File: config.mk
export PLATFORM = sky130hd
export DESIGN_NAME = sawtc_victim
export DESIGN_NICKNAME = d
export VERILOG_FILES = /design/src/rtl/core/sawtc_pkg.sv /design/src/rtl/core/sawtc_victim.sv
export SDC_FILE = /design/constraint.sdc
export NUM_CORES = 1
export LEC_CHECK = 0
export BUFFER_PORTS_ARGS = -buffer_cell sky130_fd_sc_hd__clkbuf_2
export CORE_UTILIZATION = 50
export DETAILED_ROUTE_END_ITERATION = 7
export PLACE_DENSITY = 0.88
export SYNTH_ARGS = -nofsm -noshare
export SYNTH_HDL_FRONTEND = slang
export SYNTH_SLANG_ARGS = --single-unit
export TNS_END_PERCENT = 1
File: constraint.sdc
create_clock -name clk -period 3.8 [get_ports clk]
set_clock_uncertainty 0.1 [all_clocks]
set_input_delay 0.19 -clock clk [delete_from_list [all_inputs] [get_ports clk]]
set_output_delay 0.19 -clock clk [all_outputs]
set_load 0.01 [all_outputs]
File: src/rtl/core/sawtc_pkg.sv
package sawtc_pkg;

    localparam int NUM_WAYS_DEF    = 4;
    localparam int NUM_SETS_DEF    = 8;
    localparam int BLOCK_BYTES_DEF = 64;
    localparam int MEM_BLOCKS_DEF  = 1024;

    localparam int ADDR_W  = 16;
    localparam int DATA_W  = 8;
    localparam int CNT_W   = 32;
    localparam int STAMP_W = 32;

    localparam logic REQ_READ  = 1'b0;
    localparam logic REQ_WRITE = 1'b1;

    // Outcome of the way lookup and victim scan.
    typedef struct packed {
        logic       hit;
        logic [3:0] way;
    } lookup_t;

endpackage

File: src/rtl/core/sawtc_victim.sv
// Serial tag lookup and victim choice: one way of the set is examined per cycle
// with a single tag compare and a single stamp compare.
module sawtc_victim #(
    parameter int NUM_WAYS = sawtc_pkg::NUM_WAYS_DEF,
    parameter int TAG_W    = 7
) (
    input  logic                           clk,
    input  logic                           rst_n,
    input  logic                           start,
    input  logic                           way_valid,
    input  logic [TAG_W-1:0]               way_tag,
    input  logic [sawtc_pkg::STAMP_W-1:0]  way_stamp,
    input  logic [TAG_W-1:0]               req_tag,
    output logic [$clog2(NUM_WAYS+1)-1:0]  way_idx,
    output logic                           done,
    output sawtc_pkg::lookup_t             result
);
    import sawtc_pkg::*;

    localparam int IW = $clog2(NUM_WAYS + 1);

    logic [IW-1:0]      idx_reg, idx_next;
    logic               busy_reg, busy_next;
    logic               hit_reg, hit_next;
    logic               inv_reg, inv_next;
    logic [IW-1:0]      best_reg, best_next;
    logic [STAMP_W-1:0] bstamp_reg, bstamp_next;

    always_comb
    begin
        idx_next    = idx_reg;
        busy_next   = busy_reg;
        hit_next    = hit_reg;
        inv_next    = inv_reg;
        best_next   = best_reg;
        bstamp_next = bstamp_reg;
        if (start)
        begin
            idx_next  = '0;
            busy_next = 1'b1;
            hit_next  = 1'b0;
            inv_next  = 1'b0;
            best_next = '0;
        end
        else if (busy_reg)
        begin
            if (way_valid && way_tag == req_tag && !hit_reg)
            begin
                hit_next  = 1'b1;
                best_next = idx_reg;
            end
            else if (!hit_reg && !inv_reg)
            begin
                if (!way_valid)
                begin
                    inv_next  = 1'b1;
                    best_next = idx_reg;
                end
                else if (idx_reg == '0 || way_stamp < bstamp_reg)
                begin
                    best_next   = idx_reg;
                    bstamp_next = way_stamp;
                end
            end
            idx_next = idx_reg + IW'(1);
            if (idx_reg == IW'(NUM_WAYS - 1))
                busy_next = 1'b0;
        end
    end

    always_ff @(posedge clk or negedge rst_n)
    begin
        if (!rst_n)
        begin
            idx_reg  <= '0;
            busy_reg <= 1'b0;
            hit_reg  <= 1'b0;
            inv_reg  <= 1'b0;
            best_reg <= '0;
        end
        else
        begin
            idx_reg  <= idx_next;
            busy_reg <= busy_next;
            hit_reg  <= hit_next;
            inv_reg  <= inv_next;
            best_reg <= best_next;
        end
    end

    always_ff @(posedge clk)
        bstamp_reg <= bstamp_next;

    assign way_idx    = idx_reg;
    assign done       = busy_reg && (idx_reg == IW'(NUM_WAYS - 1));
    assign result.hit = hit_next;
    assign result.way = 4'(best_next);
endmodule

======== Word-level counts from Yosys, hierarchy flattened ========
Cells that the tools add are included.
Widths: inputs -> output; s select.
operators by class
  $add $sub $neg .......................... 1
  order comparisons ....................... 1
  equality and inequality tests ........... 4
  multiplexer cells ....................... 19
  bitwise gates (word level) .............. 2
  reductions and logical operators ........ 12
operators with widths
  operator             number
  $lt 32x32->1         1
  $mux 3               8
  $mux 1               11
  $eq 7x7->1           1
  $reduce_and 6->1     1
  $logic_and 1x1->1    4
  $ne 2x2->1 const B   2
  $reduce_and 4->1     1
  $reduce_bool 2->1    2
  $add 3x1->3 const B  1
  $eq 3x2->1 const B   1
  $logic_not 3->1      1
  $logic_not 1->1      2
  $not 1->1            2
  $logic_or 1x1->1     1
storage, ports and cells
  bits in registers ....................... 41
  input bits .............................. 50
  output and inout port bits .............. 9
  logic and storage cells ................. 45

======== Depth between registers and ports, before layout ========
Gate-level depths: netlist of run 1.
  word-level depth ........................ 8
  depth in mapped cells ................... 9
  depth with buffers taken out ............ 9

======== Worst setup path after synthesis of run 1 ========
No wires, ideal clock.
  kind .................................... register to register
  start ................................... reg bstamp_reg[6]
  end ..................................... reg bstamp_reg[0], enable pin
  library setup time ...................... 0.392 ns
  arrival ................................. 2.237 ns
  required time ........................... 3.308 ns
  path slack .............................. 1.071 ns
  stages on the path, launching flop included .. 10
  buffers on the path ..................... 0
  clock period less this slack ............ 2.729 ns
  cell sequence ........................... edfxtp_1 inv_1 ha_1 a21o_1 a21oi_1 o221ai_1 or3b_1 a31oi_2 o21ai_1 and3_1
on the way
  longest elaborated chain between the ends .. 3
RTL lines
  what                        line                source
  start, declared             sawtc_victim.sv:27  logic [STAMP_W-1:0] bstamp_reg, bstamp_next;
  start signal, assigned      sawtc_victim.sv:92  bstamp_reg <= bstamp_next;
  $lt 32x32->1                sawtc_victim.sv:59  else if (idx_reg == '0 || way_stamp < bstamp_reg)
  $logic_or 1x1->1            sawtc_victim.sv:59
  $reduce_and 6->1 (no line)  --
Every way passes these cells.
A chain may end at the register's enable or synchronous reset.

==> impl_metrics.json, run 1 <==
{
  "fmax_mhz": 331,
  "post-route-drc-count": 0,
  "rsz0062_at_grt": "false",
  "synthCells": 208,
  "drt_iter0_markers": 119,
  "cts_tree": "done",
  "ios": 59,
  "rows": 24,
  "outcome": "completed",
  "die_y_um": 70.2,
  "critical_path_required_ps": 3510,
  "n_antenna_cell": 0,
  "start_kind": "input pin",
  "syn_area_sq_mm": 0.00232,
  "hold_violations": 0,
  "crit_fanout": 3,
  "die_w_um": 70.2,
  "postRouteAntennaNets": 0,
  "yosysTopAreaCellShare": 0.414,
  "totalWireLength_um": 4620,
  "cts_repair_resize_count": 0,
  "clockRootBuffer": "clkbuf_8",
  "num_vias": 1788,
  "numCtsBuffers": 5,
  "syn_to_final_growth_pct": 30.6,
  "path_clk_slew_ps": 80,
  "synth_nets": 292,
  "core_area_sq_mm": 0.00441,
  "crit_arrival_ps": 2730,
  "ir_drop_mv": 0.224,
  "largest_reg_flops": 32,
  "antenna_found_initial": 0,
  "ctsLongestPathBuffers": 2,
  "startpoint": "way_stamp[31]",
  "portBuffers": 57,
  "yosysTopAreaCell": "edfxtp_1",
  "path_class": "input pin to primary output",
  "power_per_cell_area_mw_per_mm2": 343,
  "reg2reg_from": "bstamp_reg[11]$_DFFE_PP_",
  "min_period_over_period": 0.796,
  "clock_latency_ps": 300,
  "worstHoldStart": "way_stamp[18]",
  "slew_viol_final": 0,
  "setup_viol": 0,
  "start_util": 0.526,
  "ys_seq_area_frac": 0.511,
  "gr-max-usage-layer": "met2",
  "met2_usage": 0.346,
  "synthTopCellsByArea": "edfxtp_1 (41%), ha_1 (18%), dfrtp_1 (9.7%), inv_1 (6.0%), a21oi_1 (3.7%)",
  "yosysUniqueCellTypes": 32,
  "hold_class": "input pin to register",
  "grt_pass1_vias": 1786,
  "tns_ps": 0,
  "final_core_util": 0.688,
  "cp-end-kind": "primary output",
  "routedWlPerCell_um": 13.1,
  "drt_pass1_iterations": 4,
  "grt_use_total": 0.202,
  "grt_first_pass_wirelength_um": 7640,
  "use_met1": 0.245,
  "finalCriticalPeriod_ps": 3020,
  "yosysWarnings": 0,
  "cts.sinks": 41,
  "ys_ff_latch": 41,
  "grt_overflow": 0,
  "fin_nets": 383,
  "grt_max_degree": 33,
  "die_area_sq_mm": 0.00492,
  "gp_congestion": 0.759,
  "nFillCells": 355,
  "p_leak_uw": 0.00144,
  "htreeDepth": 2,
  "drv_cap": 0,
  "drive_gt1_frac": 0.223,
  "hpwl_um": 3400,
  "use_met3": 0.0375,
  "via_per_inst": 5.08,
  "synth.avg_cell_area_sq_um": 11.2
}
cells in the mapped netlist (all sizes together):
cell type,number
inv,37
ha,34
edfxtp,32
a21oi,18
nand2,15
nor2,11
dfrtp,9
xnor2,8
nand2b,7
o21ai,6
nand4,5
mux2i,4
buf,3
a211oi,2
a21o,2
a31oi,2
nand3,2
nor4,2
a221o,1
and2,1
and3,1
clkbuf,1
conb,1
nor4b,1
o211ai,1
o221ai,1
or3b,1
through the flow:
stage / cells / hold slack [ps] / instance area, sq um / power (uW) / setup slack (ps)
finish: 352 / 7.27 / 3040 / 1040 / 776
CTS: 349 / 3.17 / 3010 / 1050 / 774
detailed placement: 314 / -40.3 / 2660 / 750 / 1280
global route: 352 / 5.51 / 3040 / 1100 / 578
global placement: 314 / -46.1 / 2660 / 739 / 1330
floorplan: 208 / -206 / 2320 / 674 / 1070
worst max-delay path, cell delays in order:
cell and delay (ps):
dlygate4sd3_1 540, clkbuf_2 120, ha_1 320, nand4_1 170, nor4_2 80, a21oi_1 130
o211ai_1 150, a221o_1 360, a21oi_2 210, mux2i_1 290, clkbuf_2 170
final cells by class:
cell class	count	area [sq um]	area share
Tap cell	52	65.1	0.0214
Clock buffer	8	80.1	0.0264
Sequential cell	41	1190	0.391
Timing Repair Buffer	88	593	0.195
Multi-Input combinational cell	126	972	0.320
Inverter	37	139	0.0458
cells by family (layout without fill, tap and decap cells):
kind of cell    after synthesis  in the layout  synth area share
fa+ha+maj                    34             34             0.183
flops                        41             41             0.511
buf+inv                      41            133            0.0711
compound gates               33             33            0.0856
simple gates                 46             46             0.101
xor+xnor                      8              8            0.0302
other cells                   1              1           0.00161
mux                           4              4            0.0172
report_power, final:
part	switching, uW	internal (uW)
clock network	146	131
registers	19.2	522
logic	113	110
total	278	763
cells in the final DEF (no fill, tap or decap), types with 2 or more instances in the layout:
master          n
clkbuf_2       57
nor2_1         10
clkbuf_8        5
dfrtp_1         9
xnor2_1         8
a21o_1          2
dlygate4sd3_1  30
a21oi_1        17
inv_1          37
clkbuf_1        3
ha_1           34
a211oi_1        2
nand2_1        15
mux2i_1         4
nand2b_1        7
o21ai_0         5
edfxtp_1       32
nand3_1         2
nand4_1         5
final timing paths:
check / to / slack (ps) / depth (start not counted)
worst max-delay path: result[0] / 780 / 11
worst min-delay path: bstamp_reg[18]$_DFFE_PP_ / 7 / 1
min in group asynchronous: way_idx[2]$_DFFE_PN0N_ / 180 / 2
max in group asynchronous: inv_reg$_DFFE_PN0P_ / 3230 / 2
worst max register to register: bstamp_reg[1]$_DFFE_PP_ / 1280 / 9
worst min register to register: hit_reg$_DFF_PN0_ / 440 / 2
timing repair:
item	CTS	global route
setup buffers	0	0
hold buffers	27	3
hold endpoints to repair	35	3
layer usage:
layer | part of all wire | up-vias
met2 | 0.52 | 41
li1 | - | 898
met5 | 0 | -
met3 | 0.034 | 8
met4 | 0.019 | 0
met1 | 0.42 | 841
Power figures use the tool's default switching activity.
==> run 2, diff against run 1 <==
Clock period 3.8 ns to 2.97 ns, I/O delays scaled along.
==> impl_metrics.json, run 2 (synthesized netlist as in run 1, its figures left out) <==
{
  "outcome": "completed",
  "place_area_sq_mm": 0.00266,
  "slew_viol_final": 0,
  "die_w_um": 70.2,
  "portBuffers": 57,
  "postRouteAntennaNets": 0,
  "cts_tree": "done",
  "ir_drop_mv": 0.294,
  "hold_violations": 0,
  "grt_first_pass_wirelength_um": 7760,
  "power_uw": 1350,
  "hold_class": "input pin to register",
  "wl_met2_um": 2640,
  "final_common_cell": "clkbuf_2",
  "fmax_mhz": 341,
  "drt_pass1_iterations": 4,
  "rows": 24,
  "crit_arrival_ps": 2680,
  "hpwl_um": 3350,
  "num_vias": 1809,
  "drt-met1-wl_um": 2070,
  "largest_reg_flops": 32,
  "start_util": 0.526,
  "min_period_over_period": 0.987,
  "drt_iter0_markers": 77,
  "path_clk_slew_ps": 70,
  "n_antenna_cell": 0,
  "clockRootBuffer": "clkbuf_8",
  "place_inst": 314,
  "ctsLongestPathBuffers": 2,
  "ios": 59,
  "nFillCells": 319,
  "drive_gt1_frac": 0.250,
  "path_class": "input pin to primary output",
  "start_kind": "input pin",
  "grt_pass1_vias": 1826,
  "routedWlPerCell_um": 13.8,
  "stdcell_area_sq_mm": 0.00313,
  "numCtsBuffers": 5,
  "power_per_cell_area_mw_per_mm2": 430,
  "final_core_util": 0.709,
  "cts.sinks": 41,
  "layout_common_cells": "clkbuf_2 (53), inv_1 (37), dlygate4sd3_1 (33)",
  "gp_congestion": 0.747,
  "critical_path_required_ps": 2720,
  "grt_overflow": 0,
  "clock_latency_ps": 280,
  "grt_max_degree": 33,
  "routed.top_layer": "met4",
  "drv_cap": 0,
  "setup_viol": 0,
  "syn_to_final_growth_pct": 34.8,
  "via_per_inst": 5.08,
  "fin_nets": 387,
  "antenna_found_initial": 0,
  "finalCriticalPeriod_ps": 2930,
  "met3_length_um": 165,
  "r2r_setup_slack_ps": 420,
  "die_y_um": 70.2,
  "tns_ps": 0,
  "htreeDepth": 2,
  "totalWireLength_um": 4920,
  "crit_fanout": 3,
  "post-route-drc-count": 0,
  "p_leak_uw": 0.00146,
  "die_area_sq_mm": 0.00492,
  "core_area_sq_mm": 0.00441,
  "cp-end-kind": "primary output",
  "final_cells": 356,
  "grt_use_total": 0.201
}
run 2: worst paths after layout:
path,startpoint,endpoint,cells after the start
setup reg to reg,bstamp_reg[11]$_DFFE_PP_,bstamp_reg[11]$_DFFE_PP_,9
min in group asynchronous,rst_n,way_idx[0]$_DFFE_PN0N_,2
max in group asynchronous,rst_n,inv_reg$_DFFE_PN0P_,2
setup / recovery,way_stamp[23],result[2],11
hold / removal,start,way_idx[0]$_DFFE_PN0N_,2
hold reg to reg,hit_reg$_DFF_PN0_,hit_reg$_DFF_PN0_,2
run 2: routing by layer:
metal  track usage  up-vias
met4        0.0622        0
met3        0.0361        6
met2         0.357       44
met1         0.247      853
li1              -      906
met5             0        -
run 2: critical path: stages:
cell and delay (ps):
dlygate4sd3_1 550, clkbuf_2 130, ha_1 330, nand2_2 100
nor4_2 50, a21oi_1 160, o211ai_1 160, a221o_1 360
a21oi_4 230, mux2i_2 290, buf_2 180
run 2: what timing repair did:
item	CTS	global route
buffers inserted	0	2
resized for setup	0	14
endpoints found under the setup margin	0	3
hold buffers	33	0
endpoints found under the hold margin	41	0
run 2: power by group:
part	switching [uW]	internal, uW	leakage, uW
combinational	160	155	0.00101
sequential	25.5	668	0.000410
clock	172	167	0.0000395
total	357	990	0.00146
run 2: cell type report:
type                    count  area, sq um  share of cell area
clock buffers               8         80.1              0.0256
well taps                  52         65.1              0.0208
multi-input cells         126         1030               0.328
repair buffers             92          633               0.202
flip-flops and latches     41         1190               0.379
inverters                  37          139              0.0443
run 2: per-stage QoR:
| step | worst slack (ps) | hold WS (ps) |
|---|---|---|
| 6_report | 37.9 | 82.8 |
| 5_1_grt | -81.3 | 107 |
| 4_1_cts | 0.961 | 81.7 |
| 2_1_floorplan | 241 | -247 |
| 3_5_place_dp | 439 | -86.6 |
| 3_3_place_gp | 524 | -85.8 |
==> run 3, diff against run 2 <==
Settings changed: RECOVER_POWER set to 50.
==> impl_metrics.json, run 3 (synthesized netlist as in run 1, its figures left out) <==
{
  "outcome": "completed",
  "cp-end-kind": "primary output",
  "switching_share": 0.265,
  "num_vias": 1800,
  "clockRootBuffer": "clkbuf_8",
  "power_per_cell_area_mw_per_mm2": 433,
  "ir_drop_mv": 0.292,
  "cts_tree": "done",
  "totalWireLength_um": 4880,
  "met2_usage": 0.357,
  "post-route-drc-count": 0,
  "postRouteAntennaNets": 0,
  "final_core_util": 0.701,
  "intPower_uw": 985,
  "start_kind": "input pin",
  "clock_latency_ps": 280,
  "setup_viol": 0,
  "routedWlPerCell_um": 13.7,
  "ctsLongestPathBuffers": 2,
  "finalCriticalPeriod_ps": 2940,
  "grt_first_pass_wirelength_um": 7760,
  "final_common_cell": "inv_1",
  "htreeDepth": 2,
  "drt_pass1_iterations": 4,
  "syn_to_final_growth_pct": 33.2,
  "core_area_sq_mm": 0.00441,
  "grt_pass1_vias": 1826,
  "hold_violations": 0,
  "die_y_um": 70.2,
  "crit_arrival_ps": 2690,
  "grt_use_total": 0.201,
  "n_antenna_cell": 0,
  "use_met3": 0.0361,
  "startpoint": "way_stamp[28]",
  "critical_path_required_ps": 2720,
  "rows": 24,
  "fin_nets": 387,
  "gr-max-usage-layer": "met2",
  "die_w_um": 70.2,
  "die_area_sq_mm": 0.00492,
  "reg2reg_from": "bstamp_reg[11]$_DFFE_PP_",
  "worstHoldStart": "start",
  "seq_power_share": 0.518,
  "p_leak_uw": 0.00137,
  "power_switching_uw": 355,
  "largest_reg_flops": 32,
  "nFillCells": 330,
  "slew_viol_final": 0,
  "layout_common_cells": "inv_1 (37), dlygate4sd3_1 (33), ha_1 (32), edfxtp_1 (32), clkbuf_1 (32)",
  "start_util": 0.526,
  "cts.sinks": 41,
  "via_per_inst": 5.06,
  "fmax_mhz": 340,
  "numCtsBuffers": 5,
  "hpwl_um": 3350,
  "antenna_found_initial": 0,
  "path_clk_slew_ps": 70,
  "gp_congestion": 0.747,
  "portBuffers": 57,
  "use_met1": 0.247,
  "drive_gt1_frac": 0.155,
  "drv_cap": 0,
  "combPwrFrac": 0.230,
  "path_class": "input pin to primary output",
  "tns_ps": 0,
  "ios": 59,
  "p_clk_frac": 0.252,
  "grt_overflow": 0,
  "min_period_over_period": 0.989,
  "drt_iter0_markers": 81,
  "hold_class": "input pin to register",
  "grt_max_degree": 33,
  "crit_fanout": 3
}
run 3: cell counts in the layout (fill, tap and decap cells not counted):
No cell type changed its count.
run 3: power groups by stage:
| stage | registers (uW) | clock network, uW | logic (uW) |
|---|---|---|---|
| after global routing | 698 | 371 | 346 |
| after CTS | 694 | 351 | 291 |
| final | 694 | 337 | 308 |
| after global placement | 703 | 0 | 243 |
| after floorplan | 702 | 0 | 161 |
| after detailed placement | 707 | 0 | 254 |
run 3: cell type report:
class                   instances  area (sq um)  share of cell area
inverters                      37           139              0.0449
multi-input cells             126          1030               0.332
repair buffers                 92           597               0.193
clock buffers                   8          80.1              0.0259
well taps                      52          65.1              0.0210
flip-flops and latches         41          1190               0.383
run 3: worst max-delay path, cell delays in order:
cell and delay (ps):
dlygate4sd3_1 530, clkbuf_2 120, ha_1 290, nand4_1 140
nor4_2 70, a21oi_1 170, o211ai_1 160, a221o_1 360
a21oi_4 230, mux2i_2 290, buf_2 170
run 3: metal layers:
metal,vias up,share of wire
met5,-,0
met4,0,0.0070
met3,5,0.031
met2,38,0.54
met1,849,0.42
li1,908,-
run 3: what timing repair did:
item                                    in CTS  in global routing
setup buffers                                0                  2
hold endpoints to repair                    41                  0
endpoints found under the setup margin       0                  3
gates resized for setup                      0                 14
hold buffers                                33                  0
run 3: metrics by stage:
stage	hold slack (ps)	instances	instance area [sq um]	power, uW	worst slack, ps
6_report	86.5	356	3100	1340	32.6
5_1_grt	107	356	3100	1420	-81.3
4_1_cts	81.7	355	3070	1340	0.961
3_5_place_dp	-86.6	314	2660	961	439
3_3_place_gp	-85.8	314	2660	946	524
2_1_floorplan	-247	208	2320	862	241
run 3: final timing paths:
kind / cells past startpoint / to / slack (ps)
setup / recovery: 11 / result[2] / 30
hold / removal: 2 / way_idx[0]$_DFFE_PN0N_ / 90
setup reg to reg: 9 / bstamp_reg[23]$_DFFE_PP_ / 420
hold reg to reg: 2 / hit_reg$_DFF_PN0_ / 460
max in group asynchronous: 2 / inv_reg$_DFFE_PN0P_ / 2220
min in group asynchronous: 2 / way_idx[0]$_DFFE_PN0N_ / 230
